**config.mk**
```make
export PLATFORM = sky130hd
export DESIGN_NAME = vfd_ctrl
export DESIGN_NICKNAME = d
export VERILOG_FILES = /design/src/rtl/vfd_pkg.sv /design/src/rtl/vfd_ctrl.sv
export SDC_FILE = /design/constraint.sdc
export NUM_CORES = 1
export LEC_CHECK = 0
export BUFFER_PORTS_ARGS = -buffer_cell sky130_fd_sc_hd__buf_2
export CAP_MARGIN = 40
export CORE_UTILIZATION = 55
export DETAILED_ROUTE_END_ITERATION = 12
export PLACE_DENSITY_LB_ADDON = 0.2
export SYNTH_ARGS = -nofsm -noshare
export SYNTH_HDL_FRONTEND = slang
export SYNTH_SLANG_ARGS = --single-unit
```
**constraint.sdc**
```tcl
create_clock -name clock -period 5 [get_ports clock]
set_input_delay 0.75 -clock clock [delete_from_list [all_inputs] [get_ports clock]]
set_output_delay 0.75 -clock clock [all_outputs]
set_load 0.02 [all_outputs]
```
**src/rtl/vfd_pkg.sv**
```systemverilog
// ----------------------------------------------------------------------------
// vfd_pkg
// Types, constants and lookup tables of the VFD display RAM composer.
// ----------------------------------------------------------------------------
package vfd_pkg;

   localparam int RAM_BYTES  = 48;
   localparam int DIGIT_BASE = 3;
   localparam int ROW_BYTES  = 3;
   localparam int ROWS       = RAM_BYTES / ROW_BYTES;
   localparam int ROW_W      = $clog2(ROWS);
   localparam int ROW_BITS   = 8 * ROW_BYTES;

   localparam logic [2:0] CMD_DIGIT   = 3'd0;
   localparam logic [2:0] CMD_SYMBOL  = 3'd1;
   localparam logic [2:0] CMD_DOTS    = 3'd2;
   localparam logic [2:0] CMD_BAR     = 3'd3;
   localparam logic [2:0] CMD_REFRESH = 3'd4;
   localparam logic [2:0] CMD_INIT    = 3'd5;

   localparam logic [7:0] BYTE_HEAD  = 8'hC0;
   localparam logic [7:0] BYTE_TAIL  = 8'h8F;
   localparam logic [7:0] BYTE_INIT0 = 8'h0F;
   localparam logic [7:0] BYTE_INIT2 = 8'h40;

   localparam logic [ROW_W-1:0] ROW_SYM_LOW  = ROW_W'(0);
   localparam logic [ROW_W-1:0] ROW_SYM_HIGH = ROW_W'(13);
   localparam logic [ROW_W-1:0] ROW_LAST     = ROW_W'(ROWS - 1);

   localparam logic [ROW_BITS-1:0] DOT_CLEAR = 24'h0FF800;
   localparam logic [ROW_BITS-1:0] DOT_PAT0  = 24'h007800;
   localparam logic [ROW_BITS-1:0] DOT_PAT1  = 24'h0AD000;
   localparam logic [ROW_BITS-1:0] DOT_PAT2  = 24'h01B200;
   localparam logic [ROW_BITS-1:0] DOT_PAT3  = 24'h0FF800;

   typedef enum logic [1:0] {
      KIND_NONE    = 2'd0,
      KIND_UPDATE  = 2'd1,
      KIND_REFRESH = 2'd2,
      KIND_INIT    = 2'd3
   } kind_type;

   typedef enum logic [2:0] {
      SEL_HEAD  = 3'd0,
      SEL_RAM   = 3'd1,
      SEL_TAIL  = 3'd2,
      SEL_INIT0 = 3'd3,
      SEL_INIT2 = 3'd4
   } out_sel_type;

   typedef struct packed {
      logic              req_load;
      logic              mem_rd;
      logic              mem_wr;
      logic [ROW_W-1:0]  rd_row;
      logic              out_load;
      out_sel_type       out_sel;
      logic [1:0]        byte_sel;
      logic              eot;
      logic              last;
   } ctl_type;

   typedef struct packed {
      kind_type          kind;
      logic [ROW_W-1:0]  target_row;
      logic              out_free;
   } sts_type;

   function automatic logic [ROW_BITS-1:0] seg_entry(input logic [5:0] k);
      logic [ROW_BITS-1:0] code;
      case (k)
         6'd0:  code = 24'hf111f0;
         6'd1:  code = 24'h210110;
         6'd2:  code = 24'h61f0e0;
         6'd3:  code = 24'h61e170;
         6'd4:  code = 24'hb1e110;
         6'd5:  code = 24'hd0e170;
         6'd6:  code = 24'hd0f1f0;
         6'd7:  code = 24'h610110;
         6'd8:  code = 24'hf1f1f0;
         6'd9:  code = 24'hf1e170;
         6'd10: code = 24'h51f190;
         6'd11: code = 24'hd1f1e0;
         6'd12: code = 24'hf010f0;
         6'd13: code = 24'hd111e0;
         6'd14: code = 24'hf0f0f0;
         6'd15: code = 24'hf0f080;
         6'd16: code = 24'hf031e0;
         6'd17: code = 24'hb1f190;
         6'd18: code = 24'h444460;
         6'd19: code = 24'h2101f0;
         6'd20: code = 24'hb2d290;
         6'd21: code = 24'h9010f0;
         6'd22: code = 24'hbb5190;
         6'd23: code = 24'hb35990;
         6'd24: code = 24'h511160;
         6'd25: code = 24'h51f080;
         6'd26: code = 24'h511370;
         6'd27: code = 24'h51f290;
         6'd28: code = 24'h70e1e0;
         6'd29: code = 24'he44420;
         6'd30: code = 24'hb11160;
         6'd31: code = 24'hb25880;
         6'd32: code = 24'hb15b90;
         6'd33: code = 24'haa4a90;
         6'd34: code = 24'haa4420;
         6'd35: code = 24'he248f0;
         default: code = '0;
      endcase
      return code;
   endfunction

   // Lowercase letters share the uppercase codes; anything else blanks the digit.
   function automatic logic [ROW_BITS-1:0] char_code(input logic [7:0] ch);
      logic [ROW_BITS-1:0] code;
      code = '0;
      if (ch >= 8'h30 && ch <= 8'h39) begin
         code = seg_entry(6'(ch - 8'h30));
      end else if (ch >= 8'h41 && ch <= 8'h5A) begin
         code = seg_entry(6'(ch - 8'h41) + 6'd10);
      end else if (ch >= 8'h61 && ch <= 8'h7A) begin
         code = seg_entry(6'(ch - 8'h61) + 6'd10);
      end
      return code;
   endfunction

   function automatic logic [ROW_W-1:0] bar_row(input logic [3:0] col);
      logic [ROW_W-1:0] row;
      if (col >= 4'd9)      row = ROW_W'(15);
      else if (col >= 4'd6) row = ROW_W'(14);
      else if (col >= 4'd3) row = ROW_W'(12);
      else                  row = ROW_W'(11);
      return row;
   endfunction

   function automatic logic [4:0] bar_bit_pos(input logic [3:0] col);
      logic [4:0] pos;
      case (col)
         4'd0, 4'd3, 4'd8, 4'd11: pos = 5'd4;
         4'd1, 4'd4, 4'd7, 4'd10: pos = 5'd3;
         default:                 pos = 5'd2;
      endcase
      return pos;
   endfunction

endpackage

```
**src/rtl/vfd_ctrl.sv**
```systemverilog
// ----------------------------------------------------------------------------
// vfd_ctrl
// Sequencer: accepts commands, runs row read-modify-write for updates and
// walks the byte streams for refresh and init.
// ----------------------------------------------------------------------------
module vfd_ctrl (
   input  logic                   clock,
   input  logic                   reset,
   input  logic                   req_valid,
   output logic                   req_stall,
   input  vfd_pkg::sts_type       sts,
   output vfd_pkg::ctl_type       ctl
);

   typedef enum logic [6:0] {
      ST_IDLE   = 7'b0000001,
      ST_DECODE = 7'b0000010,
      ST_MODIFY = 7'b0000100,
      ST_HEAD   = 7'b0001000,
      ST_FETCH  = 7'b0010000,
      ST_EMIT   = 7'b0100000,
      ST_TAIL   = 7'b1000000
   } state_type;

   state_type                   state_ff, state_in;
   logic [vfd_pkg::ROW_W-1:0]   row_ff, row_in;
   logic [1:0]                  byte_ff, byte_in;
   logic                        init_ff, init_in;

   assign req_stall = (state_ff != ST_IDLE);

   always_comb begin
      state_in     = state_ff;
      row_in       = row_ff;
      byte_in      = byte_ff;
      init_in      = init_ff;
      ctl          = '0;
      ctl.out_sel  = vfd_pkg::SEL_HEAD;
      ctl.rd_row   = sts.target_row;
      ctl.byte_sel = byte_ff;
      case (state_ff)
         ST_IDLE: begin
            if (req_valid) begin
               ctl.req_load = 1'b1;
               state_in     = ST_DECODE;
            end
         end
         ST_DECODE: begin
            row_in  = '0;
            byte_in = '0;
            case (sts.kind)
               vfd_pkg::KIND_UPDATE: begin
                  ctl.mem_rd = 1'b1;
                  state_in   = ST_MODIFY;
               end
               vfd_pkg::KIND_REFRESH: begin
                  init_in  = 1'b0;
                  state_in = ST_HEAD;
               end
               vfd_pkg::KIND_INIT: begin
                  init_in  = 1'b1;
                  state_in = ST_EMIT;
               end
               default: state_in = ST_IDLE;
            endcase
         end
         ST_MODIFY: begin
            ctl.mem_wr = 1'b1;
            state_in   = ST_IDLE;
         end
         ST_HEAD: begin
            if (sts.out_free) begin
               ctl.out_load = 1'b1;
               ctl.out_sel  = vfd_pkg::SEL_HEAD;
               state_in     = ST_FETCH;
            end
         end
         ST_FETCH: begin
            ctl.mem_rd = 1'b1;
            ctl.rd_row = row_ff;
            byte_in    = '0;
            state_in   = ST_EMIT;
         end
         ST_EMIT: begin
            if (sts.out_free) begin
               ctl.out_load = 1'b1;
               if (init_ff) begin
                  // The init sequence reuses the byte counter.
                  if (byte_ff == 2'd2) begin
                     ctl.out_sel = vfd_pkg::SEL_INIT2;
                     ctl.eot     = 1'b1;
                     ctl.last    = 1'b1;
                     state_in    = ST_IDLE;
                  end else begin
                     ctl.out_sel = vfd_pkg::SEL_INIT0;
                     byte_in     = byte_ff + 2'd1;
                  end
               end else begin
                  ctl.out_sel = vfd_pkg::SEL_RAM;
                  ctl.eot     = (row_ff == vfd_pkg::ROW_LAST) && (byte_ff == 2'd2);
                  if (byte_ff == 2'd2) begin
                     if (row_ff == vfd_pkg::ROW_LAST) begin
                        state_in = ST_TAIL;
                     end else begin
                        row_in   = row_ff + vfd_pkg::ROW_W'(1);
                        state_in = ST_FETCH;
                     end
                  end else begin
                     byte_in = byte_ff + 2'd1;
                  end
               end
            end
         end
         ST_TAIL: begin
            if (sts.out_free) begin
               ctl.out_load = 1'b1;
               ctl.out_sel  = vfd_pkg::SEL_TAIL;
               ctl.eot      = 1'b1;
               ctl.last     = 1'b1;
               state_in     = ST_IDLE;
            end
         end
         default: state_in = ST_IDLE;
      endcase
   end

   always_ff @(posedge clock) begin
      if (reset) begin
         state_ff <= ST_IDLE;
         row_ff   <= '0;
         byte_ff  <= '0;
         init_ff  <= 1'b0;
      end else begin
         state_ff <= state_in;
         row_ff   <= row_in;
         byte_ff  <= byte_in;
         init_ff  <= init_in;
      end
   end

endmodule

```
; Word level (Yosys, flattened, before mapping)
; Cells that the tools add are included.
; W data, S select, Z words.
[op_classes]
addsub = 2
mux = 37
bitwise_logic = 0
n_eq_ne = 21
multipliers = 0
div = 0
shift = 0
order_cmp = 0
n_reduce_logical = 9
[ops]
columns = operator, count
row1 = $mux W7, 8
row2 = $pmux W7 S6, 1
row3 = $mux W4, 8
row4 = $pmux W6 S3, 1
row5 = $ne A2 B2 Y1 const B, 8
row6 = $pmux W4 S3, 1
row7 = $mux W2, 5
row8 = $reduce_and A5 Y1, 2
row9 = $pmux W2 S2, 2
row10 = $pmux W4 S2, 1
row11 = $eq A7 B1 Y1 const B, 1
row12 = $eq A7 B2 Y1 const B, 1
row13 = $eq A7 B3 Y1 const B, 1
row14 = $eq A7 B4 Y1 const B, 1
row15 = $eq A7 B5 Y1 const B, 1
row16 = $eq A7 B6 Y1 const B, 1
row17 = $eq A7 B7 Y1 const B, 1
row18 = $ne A7 B1 Y1 const B, 1
row19 = $eq A2 B2 Y1 const B, 3
row20 = $mux W1, 6
row21 = $mux W3, 2
row22 = $reduce_bool A2 Y1, 3
row23 = $add A4 B1 Y4 const B, 1
row24 = $eq A4 B4 Y1 const B, 1
row25 = 7 further kinds, 8
[totals]
memories = 0
output_inout_bits = 16
latchBits = 0
elab_cells = 73
regBits = 14
ram_bits = 0
mem_bits_ro = 0

; Logic depth before layout (Yosys ltp)
; Gate-level depths: netlist (run 1).
[depth]
ltp_word = 6
ltp_mapped = 7
ltp_nobuf = 7

; Worst setup path before layout (run 1)
; OpenSTA, ideal clock, no wires.
[synth_timing]
kind = reg-to-output
from = register state_ff[6]
to = output ctl[10] (netlist bit)
arrival_time_ns = 1.954
path_stages_with_launch = 5
setup_slack_ns = 2.296
n_path_buf = 1
t_required_ns = 4.250
path_cell_list = dfxtp_1 -> buf_6 -> or4_4 -> nor4_1 -> mux2_2
[synth_rtl]
columns = item, line_no
row1 = from (decl), vfd_ctrl.sv:25  ; state_type state_ff, state_in;
row2 = from (signal assigned), vfd_ctrl.sv:134  ; state_ff <= state_in;
row3 = to (decl), vfd_ctrl.sv:12  ; output vfd_pkg::ctl_type ctl

==> results.sh, run 1 <==
export IMPL_grt_pass1_wl_um=3770
export IMPL_yosys_warnings=0
export IMPL_p_comb_share_pct=32.0
export IMPL_min_period_ns=3.27
export IMPL_worst_path_stages=4
export IMPL_power_frac_clock_pct=21.8
export IMPL_power_density_nw_per_um2=261
export IMPL_synth_top_area_share_pct=28.0
export IMPL_cts_root_buf="clkbuf_4"
export IMPL_crit_path_max_fanout=14
export IMPL_worstSetupPathType="reg2out"
export IMPL_grt_pass1_vias=858
export IMPL_regToRegStartpoint="state_ff[5]"
export IMPL_critPathBufInv=1
export IMPL_synth_xor_area_share_pct=2.62
export IMPL_io_pins=26
export IMPL_cp_required_ns=4.25
export IMPL_antennaDiodeCount=0
export IMPL_vdd_ir_drop_worst_mv=0.198
export IMPL_grt_max_degree=15
export IMPL_portBuffers=25
export IMPL_cp_end_kind="output pin"
export IMPL_layout_drive_gt1_share_pct=27.0
export IMPL_fin_tns_setup_ns=0
export IMPL_whs_ns=0.486
export IMPL_critPathLaunchType="flop"
export IMPL_detail_route_antenna_nets=0
export IMPL_syn2layout_area_growth_pct=13.2
export IMPL_power_frac_seq_pct=46.1
export IMPL_dr_pass1_iters=4
export IMPL_dp_slack_ns=2.05
export IMPL_hold_path_class="reg2reg"
export IMPL_final_util_pct=66.4
export IMPL_synth_fa_ha_area_share_pct=2.50
export IMPL_p_leak_nw=0.464
export IMPL_cp_endpoint="ctl[10]"
export IMPL_hold_buffers=0
export IMPL_crit_chain="or4_4 -> nor4_1 -> mux2_2 -> buf_2"
export IMPL_total_power_uw=296
export IMPL_synthCells=128
export IMPL_ys_async_sr_fraction_pct=0
export IMPL_r2r_slack_ns=2.71
export IMPL_grt_overflow=0
export IMPL_num_rows=15
export IMPL_grt_usage_pct=25.5
export IMPL_path_clk_slew_ns=0.09
export IMPL_r2r_end="state_ff[4]"
export IMPL_cts_setup_buffers=0
export IMPL_yosys_area_top_type="dfxtp_1"
export IMPL_die_y_um=44.7
export IMPL_period_share_pct=65.3
export IMPL_synth_edf_count=0
export IMPL_fin_skew_ns=0.00576
export IMPL_synth_fp_nets=140
export IMPL_avgSynthCellArea_um2=7.83
export IMPL_slowest_stage="nor4_1"
export IMPL_slowest_delay_ns=0.66
export IMPL_ys_flop_type="dfxtp_1"
export IMPL_rsz0062_at_grt="no"
export IMPL_cts_path_max_buffers=2
export IMPL_p_sw_uw=110
export IMPL_die_w_um=44.7
export IMPL_setup_slack_ns=1.73
export IMPL_synth_top_family_by_area="simple AND/OR/NAND/NOR gates"
export IMPL_cts_buffers_inserted=3
export IMPL_dr_first_iter_drc_count=33
export IMPL_slew_viol_final=0
export IMPL_arrival_ns=2.52
export IMPL_synthSimpleGateAreaFrac_pct=34.7
export IMPL_netlist_top_cells_count="14 x dfxtp_1, 14 x nor2_1, 12 x nand3_1"
export IMPL_insertion_delay_ns=0.28
export IMPL_num_vias=1029
export IMPL_nets=162
export IMPL_drc=0
export IMPL_switching_share_pct=37.2
export IMPL_wl_um=2390
export IMPL_dieArea_um2=2000
export IMPL_hold_viol=0
export IMPL_start_util_pct=58.7
export IMPL_muxShareOfSynthArea_pct=5.49
export IMPL_cts_resized=0
export IMPL_via_per_inst=5.95
export IMPL_synth_cell_area_um2=1000
export IMPL_path_delay_family="simple AND/OR/NAND/NOR gates"
export IMPL_finalWeightedCongestion=0.881
export IMPL_cts_sinks=14
export IMPL_ys_types=40
export IMPL_ys_ff_latch=14
export IMPL_worst_pin_slew_ns=0.845
export IMPL_synth_area_top_cells="dfxtp_1 28%, nand3_1 6.0%, a21oi_1 5.5%, nor2_1 5.2%, mux2_2 4.5%"
export IMPL_core_area_um2=1710
export IMPL_crit_start="state_ff[5]"
export IMPL_max_freq_mhz=306
export IMPL_cts_htree_levels=1
export IMPL_outcome="finished, final reports clean"
export IMPL_wl_per_cell_um=13.8
export IMPL_antenna_found_initial=0
export IMPL_ys_seq_area_share_pct=28.0
export IMPL_synth_compound_area_share_pct=19.5
export IMPL_reg2regPathDepth=5
export IMPL_cts_tree="done"
export IMPL_dp_hpwl_um=1850
export IMPL_internal_power_uw=186
export IMPL_setup_viol=0
export IMPL_slew_headroom_pct=43.2
export IMPL_drv_cap=0
==> through the flow <==
stage          instances  instance area (µm²)
2_1_floorplan        128                 1000
3_3_place_gp         170                 1110
3_5_place_dp         170                 1110
4_1_cts              173                 1130
5_1_grt              173                 1130
6_report             173                 1130
==> per-layer routing <==
metal	part of all wire, %	global-route usage, %
met5	0	0
met4	1.3	9.09
met3	3.7	2.45
met2	50	43.2
met1	45	33.3
==> state kept, by name, indices dropped and copies added (netlist names) <==
register and count:
byte_ff 2, init_ff 1, row_ff 4, state_ff 7
==> cells in the final DEF (no fill, tap or decap), types with 2 or more instances in the layout <==
cell       n
clkbuf_4   3
buf_2     25
o21ai_0    4
ha_1       2
nor2_1    14
nor3_1     4
nand2_1    5
nand3_1   12
xor2_1     3
or3_1      4
o211ai_1   4
or2_2      2
nor4b_1    2
mux2_2     4
a21oi_1   11
nand2b_1   4
inv_1      7
nand4_1    3
or4_1      2
dfxtp_1   14
==> final cells by class <==
class	instances	area, µm²
clock buffers	3	22.5
fillers	155	573
inverters	7	26.3
multi-input cells	99	649
flip-flops and latches	14	280
well taps	25	31.3
repair buffers	25	125
==> cells by family after synthesis <==
group,count (synthesis)
xor gates and xnor gates,3
AOI/OAI and AO/OA,29
and+or+nand+nor,60
DFF,14
muxes,5
buffers and inverters,15
adders and majority gates,2
==> worst min path at each step <==
stage / startpoint / to / slack (ns) / depth (start not counted)
final: byte_ff[0] / byte_ff[0] / 0.49 / 2
after global routing: byte_ff[0] / byte_ff[0] / 0.51 / 2
after CTS: byte_ff[0] / byte_ff[0] / 0.49 / 2
after detailed placement: byte_ff[0] / byte_ff[0] / 0.48 / 2
after global placement: byte_ff[0] / byte_ff[0] / 0.46 / 2
after floorplan: row_ff[1] / row_ff[1] / 0.47 / 2
==> power groups by stage <==
stage	combinational (mW)	sequential [mW]	clock, mW
final	0.0950	0.137	0.0648
after global routing	0.106	0.138	0.0701
after CTS	0.0953	0.136	0.0652
after detailed placement	0.0947	0.139	0
after global placement	0.0943	0.139	0
after floorplan	0.0870	0.124	0
==> tightest hold or removal path, stage by stage (launching register included) <==
cell and delay [ns]:
dfxtp_1 0.33, nand3_1 0.07, a21oi_1 0.05
Note: power is estimated with default switching activity, not from simulation.
==> inputs of run 2 (changes only) <==
Settings changed: ABC_AREA set to 1, CORE_UTILIZATION 55 to 52.
Clock period 5 ns to 3.31 ns, I/O delays scaled along.
==> results.sh, run 2 <==
export IMPL_p_leak_nw=0.672
export IMPL_min_period_ns=2.25
export IMPL_cts_sinks=14
export IMPL_antenna_found_initial=0
export IMPL_hold_viol=0
export IMPL_worst_pin_slew_ns=0.263
export IMPL_arrival_ns=1.75
export IMPL_dp_hpwl_um=2070
export IMPL_drv_cap=0
export IMPL_synth_top_area_share_pct=27.2
export IMPL_portBuffers=25
export IMPL_dieArea_um2=2170
export IMPL_nets=211
export IMPL_cts_htree_levels=1
export IMPL_cp_required_ns=2.81
export IMPL_grt_overflow=0
export IMPL_num_rows=15
export IMPL_grt_usage_pct=27.6
export IMPL_avgSynthCellArea_um2=6.11
export IMPL_cts_root_buf="clkbuf_4"
export IMPL_detail_route_antenna_nets=0
export IMPL_num_vias=1188
export IMPL_crit_path_max_fanout=5
export IMPL_slew_viol_final=0
export IMPL_grt_pass1_vias=1009
export IMPL_yosys_warnings=0
export IMPL_hold_path_class="in2reg"
export IMPL_largest_register_ffs=7
export IMPL_dp_slack_ns=1.41
export IMPL_synth_area_top_cells="dfxtp_1 27%, nand2_1 17%, inv_1 8.4%, nor2_1 8.0%, nand3_1 5.3%"
export IMPL_slew_headroom_pct=82.4
export IMPL_syn2layout_area_growth_pct=18.7
export IMPL_yosys_area_top_type="dfxtp_1"
export IMPL_core_area_um2=1800
export IMPL_fillers=184
export IMPL_drc=0
export IMPL_whs_ns=0.463
export IMPL_layout_drive_gt1_share_pct=23.7
export IMPL_regToRegStartpoint="row_ff[0]"
export IMPL_r2r_slack_ns=1.89
export IMPL_vdd_ir_drop_worst_mv=0.408
export IMPL_power_density_nw_per_um2=587
export IMPL_dr_first_iter_drc_count=36
export IMPL_min_from="reset"
export IMPL_wl_um=2590
export IMPL_grt_pass1_wl_um=4170
export IMPL_ys_async_sr_fraction_pct=0
export IMPL_cts_path_max_buffers=2
export IMPL_r2r_end="row_ff[2]"
export IMPL_finalWeightedCongestion=0.904
export IMPL_synthCells=169
export IMPL_post_synth_top_count_cell="nand2_1"
export IMPL_netlist_top_cells_count="48 x nand2_1, 23 x inv_1, 22 x nor2_1"
export IMPL_fin_skew_ns=0.00136
export IMPL_placed_cell_area_um2=1190
export IMPL_synth_cell_area_um2=1030
export IMPL_ys_ff_latch=14
export IMPL_max_freq_mhz=445
export IMPL_start_util_pct=57.3
export IMPL_reg_largest_list="state_ff x7, row_ff x4, byte_ff x2"
export IMPL_ys_types=24
export IMPL_grt_max_degree=11
export IMPL_final_area_um2=1220
export IMPL_ys_seq_area_share_pct=27.2
export IMPL_cts_tree="done"
export IMPL_synth_fp_nets=181
export IMPL_io_pins=26
export IMPL_die_y_um=46.6
export IMPL_cp_end_kind="output pin"
export IMPL_critPathLaunchType="flop"
export IMPL_final_cell_mix="48 x nand2_1, 25 x buf_2, 23 x inv_1"
export IMPL_ys_flop_type="dfxtp_1"
export IMPL_outcome="finished, final reports clean"
export IMPL_insertion_delay_ns=0.29
export IMPL_hold_buffers=0
export IMPL_wl_per_cell_um=11.6
export IMPL_final_common_cell="nand2_1"
export IMPL_via_per_inst=5.33
export IMPL_synth_top_family_by_area="simple AND/OR/NAND/NOR gates"
export IMPL_reg2regPathDepth=7
export IMPL_synth_xor_area_share_pct=0.848
export IMPL_top_register="state_ff"
export IMPL_dr_pass1_iters=4
export IMPL_synthSimpleGateAreaFrac_pct=47.8
export IMPL_period_share_pct=67.9
export IMPL_cts_resized=0
export IMPL_cts_setup_buffers=0
export IMPL_rsz0062_at_grt="no"
export IMPL_fin_tns_setup_ns=0
export IMPL_muxShareOfSynthArea_pct=0
export IMPL_cts_buffers_inserted=3
export IMPL_worstSetupPathType="reg2out"
export IMPL_antennaDiodeCount=0
export IMPL_synth_fa_ha_area_share_pct=2.42
export IMPL_synth_compound_area_share_pct=12.4
export IMPL_setup_slack_ns=1.06
export IMPL_path_clk_slew_ns=0.09
export IMPL_die_w_um=46.6
export IMPL_total_power_uw=719
export IMPL_synth_edf_count=0
export IMPL_holdPathStages=2
export IMPL_setup_viol=0
export IMPL_worstHoldEndpoint="byte_ff[1]"
run 2: power breakdown:
part	switching, mW	internal [mW]	total (mW)
Combinational	0.244	0.121	0.364
Clock	0.0617	0.0671	0.129
Sequential	0.0286	0.197	0.226
Total	0.334	0.385	0.719
run 2: worst max-delay path by stage:
stage | slack, ns | start | depth (start not counted) | end
after floorplan | 1.45 | state_ff[5] | 7 | ctl[13]
after global placement | 1.49 | row_ff[0] | 6 | ctl[1]
after detailed placement | 1.41 | row_ff[0] | 6 | ctl[1]
after CTS | 1.08 | row_ff[0] | 6 | ctl[1]
after global routing | 0.89 | row_ff[0] | 6 | ctl[1]
final | 1.06 | row_ff[0] | 6 | ctl[1]
run 2: layer usage:
metal | part of all wire (%) | routed length [µm] | vias up | global-route usage [%]
li1 | - | - | 601 | -
met1 | 46 | 1190 | 541 | 33.4
met2 | 47 | 1230 | 41 | 47.5
met3 | 5.1 | 131 | 5 | 4.31
met4 | 1.5 | 39 | 0 | 11.8
met5 | 0 | 0 | - | 0
run 2: critical path, stage by stage (launching register included):
cell and delay (ns):
dfxtp_1 0.42, ha_1 0.22, nand3_1 0.14, nand2_1 0.12, nand2_1 0.11, o21ai_0 0.24
buf_2 0.21
run 2: kinds of logic after synthesis:
family          Yosys count
flops                    14
simple gates            103
fa+ha+maj                 2
compound gates           23
buf+inv                  26
xor+xnor                  1
run 2: cell type report:
| cell class | instances | area, µm² | share of cell area (%) |
|---|---|---|---|
| tap | 25 | 31.3 | 2.55 |
| multi-input combinational | 129 | 654 | 53.4 |
| timing repair buffer | 25 | 125 | 10.2 |
| sequential | 14 | 280 | 22.9 |
| clock buffer | 4 | 36.3 | 2.96 |
| inverter | 26 | 97.6 | 7.97 |
run 2: through the flow:
| stage | instances | util [%] |
|---|---|---|
| after floorplan | 169 | - |
| after detailed placement | 219 | 66.0 |
| after CTS | 223 | 68.0 |
| final | 223 | 68.0 |
| after global placement | 219 | 66.0 |
| after global routing | 223 | 68.0 |
==> inputs of run 3 (changes only) <==
Clock period 3.31 ns to 2.14 ns, I/O delays scaled along.
==> results.sh, run 3 (same netlist as run 2, synthesis figures left out) <==
export IMPL_outcome="finished, final reports clean"
export IMPL_die_y_um=46.6
export IMPL_cts_htree_levels=1
export IMPL_worstSetupPathType="reg2out"
export IMPL_final_area_um2=1210
export IMPL_cts_tree="done"
export IMPL_portBuffers=25
export IMPL_cts_sinks=14
export IMPL_cp_end_kind="output pin"
export IMPL_antennaDiodeCount=0
export IMPL_num_vias=1172
export IMPL_num_rows=15
export IMPL_wl_um=2580
export IMPL_dr_first_iter_drc_count=37
export IMPL_wl_per_cell_um=11.6
export IMPL_final_util_pct=67.4
export IMPL_path_clk_slew_ns=0.09
export IMPL_core_area_um2=1800
export IMPL_drv_cap=0
export IMPL_cts_setup_buffers=0
export IMPL_reg_largest_list="state_ff x7, row_ff x4, byte_ff x2"
export IMPL_via_per_inst=5.28
export IMPL_worst_pin_slew_ns=0.299
export IMPL_dieArea_um2=2170
export IMPL_grt_max_degree=11
export IMPL_grt_usage_pct=26.5
export IMPL_hold_viol=0
export IMPL_slew_viol_final=0
export IMPL_whs_ns=0.300
export IMPL_layout_drive_gt1_share_pct=23.9
export IMPL_drc=0
export IMPL_cts_path_max_buffers=2
export IMPL_die_w_um=46.6
export IMPL_finalWeightedCongestion=0.911
export IMPL_final_common_cell="nand2_1"
export IMPL_nets=211
export IMPL_vdd_ir_drop_worst_mv=0.446
export IMPL_top_register="state_ff"
export IMPL_crit_path_max_fanout=4
export IMPL_grt_pass1_wl_um=4040
export IMPL_final_cell_mix="48 x nand2_1, 25 x buf_2, 23 x inv_1"
export IMPL_power_density_nw_per_um2=875
export IMPL_slew_headroom_pct=79.9
export IMPL_hold_path_class="in2reg"
export IMPL_largest_register_ffs=7
export IMPL_start_util_pct=57.3
export IMPL_dp_hpwl_um=2020
export IMPL_cp_required_ns=1.82
export IMPL_arrival_ns=1.69
export IMPL_syn2layout_area_growth_pct=17.6
export IMPL_insertion_delay_ns=0.28
export IMPL_cts_resized=0
export IMPL_fin_tns_setup_ns=0
export IMPL_detail_route_antenna_nets=0
export IMPL_min_period_ns=2.01
export IMPL_p_leak_nw=0.665
export IMPL_grt_pass1_vias=960
export IMPL_rsz0062_at_grt="no"
export IMPL_r2r_slack_ns=0.68
export IMPL_antenna_found_initial=0
export IMPL_period_share_pct=93.8
export IMPL_dr_pass1_iters=4
export IMPL_max_freq_mhz=498
export IMPL_placed_cell_area_um2=1190
export IMPL_cts_buffers_inserted=3
export IMPL_setup_viol=0
export IMPL_io_pins=26
export IMPL_dp_slack_ns=0.447
export IMPL_grt_overflow=0
export IMPL_hold_buffers=0
export IMPL_critPathLaunchType="flop"
export IMPL_setup_slack_ns=0.132
export IMPL_fin_skew_ns=0.00683
export IMPL_cts_root_buf="clkbuf_4"
==> run 3: cell count changes in the layout (fill, tap and decap cells not counted), sizes merged <==
cell	change
clkbuf	-1
==> run 3: per-stage QoR <==
stage / std cells / power, mW
6_report: 222 / 1.06
5_1_grt: 222 / 1.15
4_1_cts: 222 / 1.05
3_5_place_dp: 219 / 0.904
3_3_place_gp: 219 / 0.889
2_1_floorplan: 169 / 0.777
==> run 3: final timing paths <==
| check | start | end | cells after the start |
|---|---|---|---|
| setup / recovery | state_ff[2] | ctl[13] | 8 |
| hold / removal | reset | byte_ff[1] | 2 |
| setup reg to reg | state_ff[2] | byte_ff[0] | 8 |
| hold reg to reg | byte_ff[1] | byte_ff[1] | 2 |
==> run 3: final cells by class <==
cell class                      count  area, µm²
Fill cell                         182        588
Multi-Input combinational cell    129        657
Tap cell                           25       31.3
Inverter                           26       97.6
Timing Repair Buffer               25        125
Clock buffer                        3       22.5
Sequential cell                    14        280
==> run 3: routing by layer <==
layer	global-route usage (%)	vias up	part of all wire, %
li1	-	598	-
met1	32.8	534	45
met2	45.3	36	48
met3	5.88	4	5.9
met4	7.06	0	1.1
met5	0	-	0
==> run 3: critical path, stage by stage (launching register included) <==
cell and delay (ns):
dfxtp_1 0.35, inv_1 0.08, nand2_1 0.14, nor2_2 0.18
nand2_2 0.11, inv_1 0.13, nand2_1 0.07, o21ai_0 0.15
buf_2 0.19
==> run 3: where the power goes <==
| part | internal [mW] | switching [mW] | leakage (nW) | total, mW |
|---|---|---|---|---|
| logic | 0.187 | 0.373 | 0.537 | 0.560 |
| registers | 0.305 | 0.0420 | 0.114 | 0.347 |
| clock network | 0.0654 | 0.0895 | 0.0138 | 0.155 |
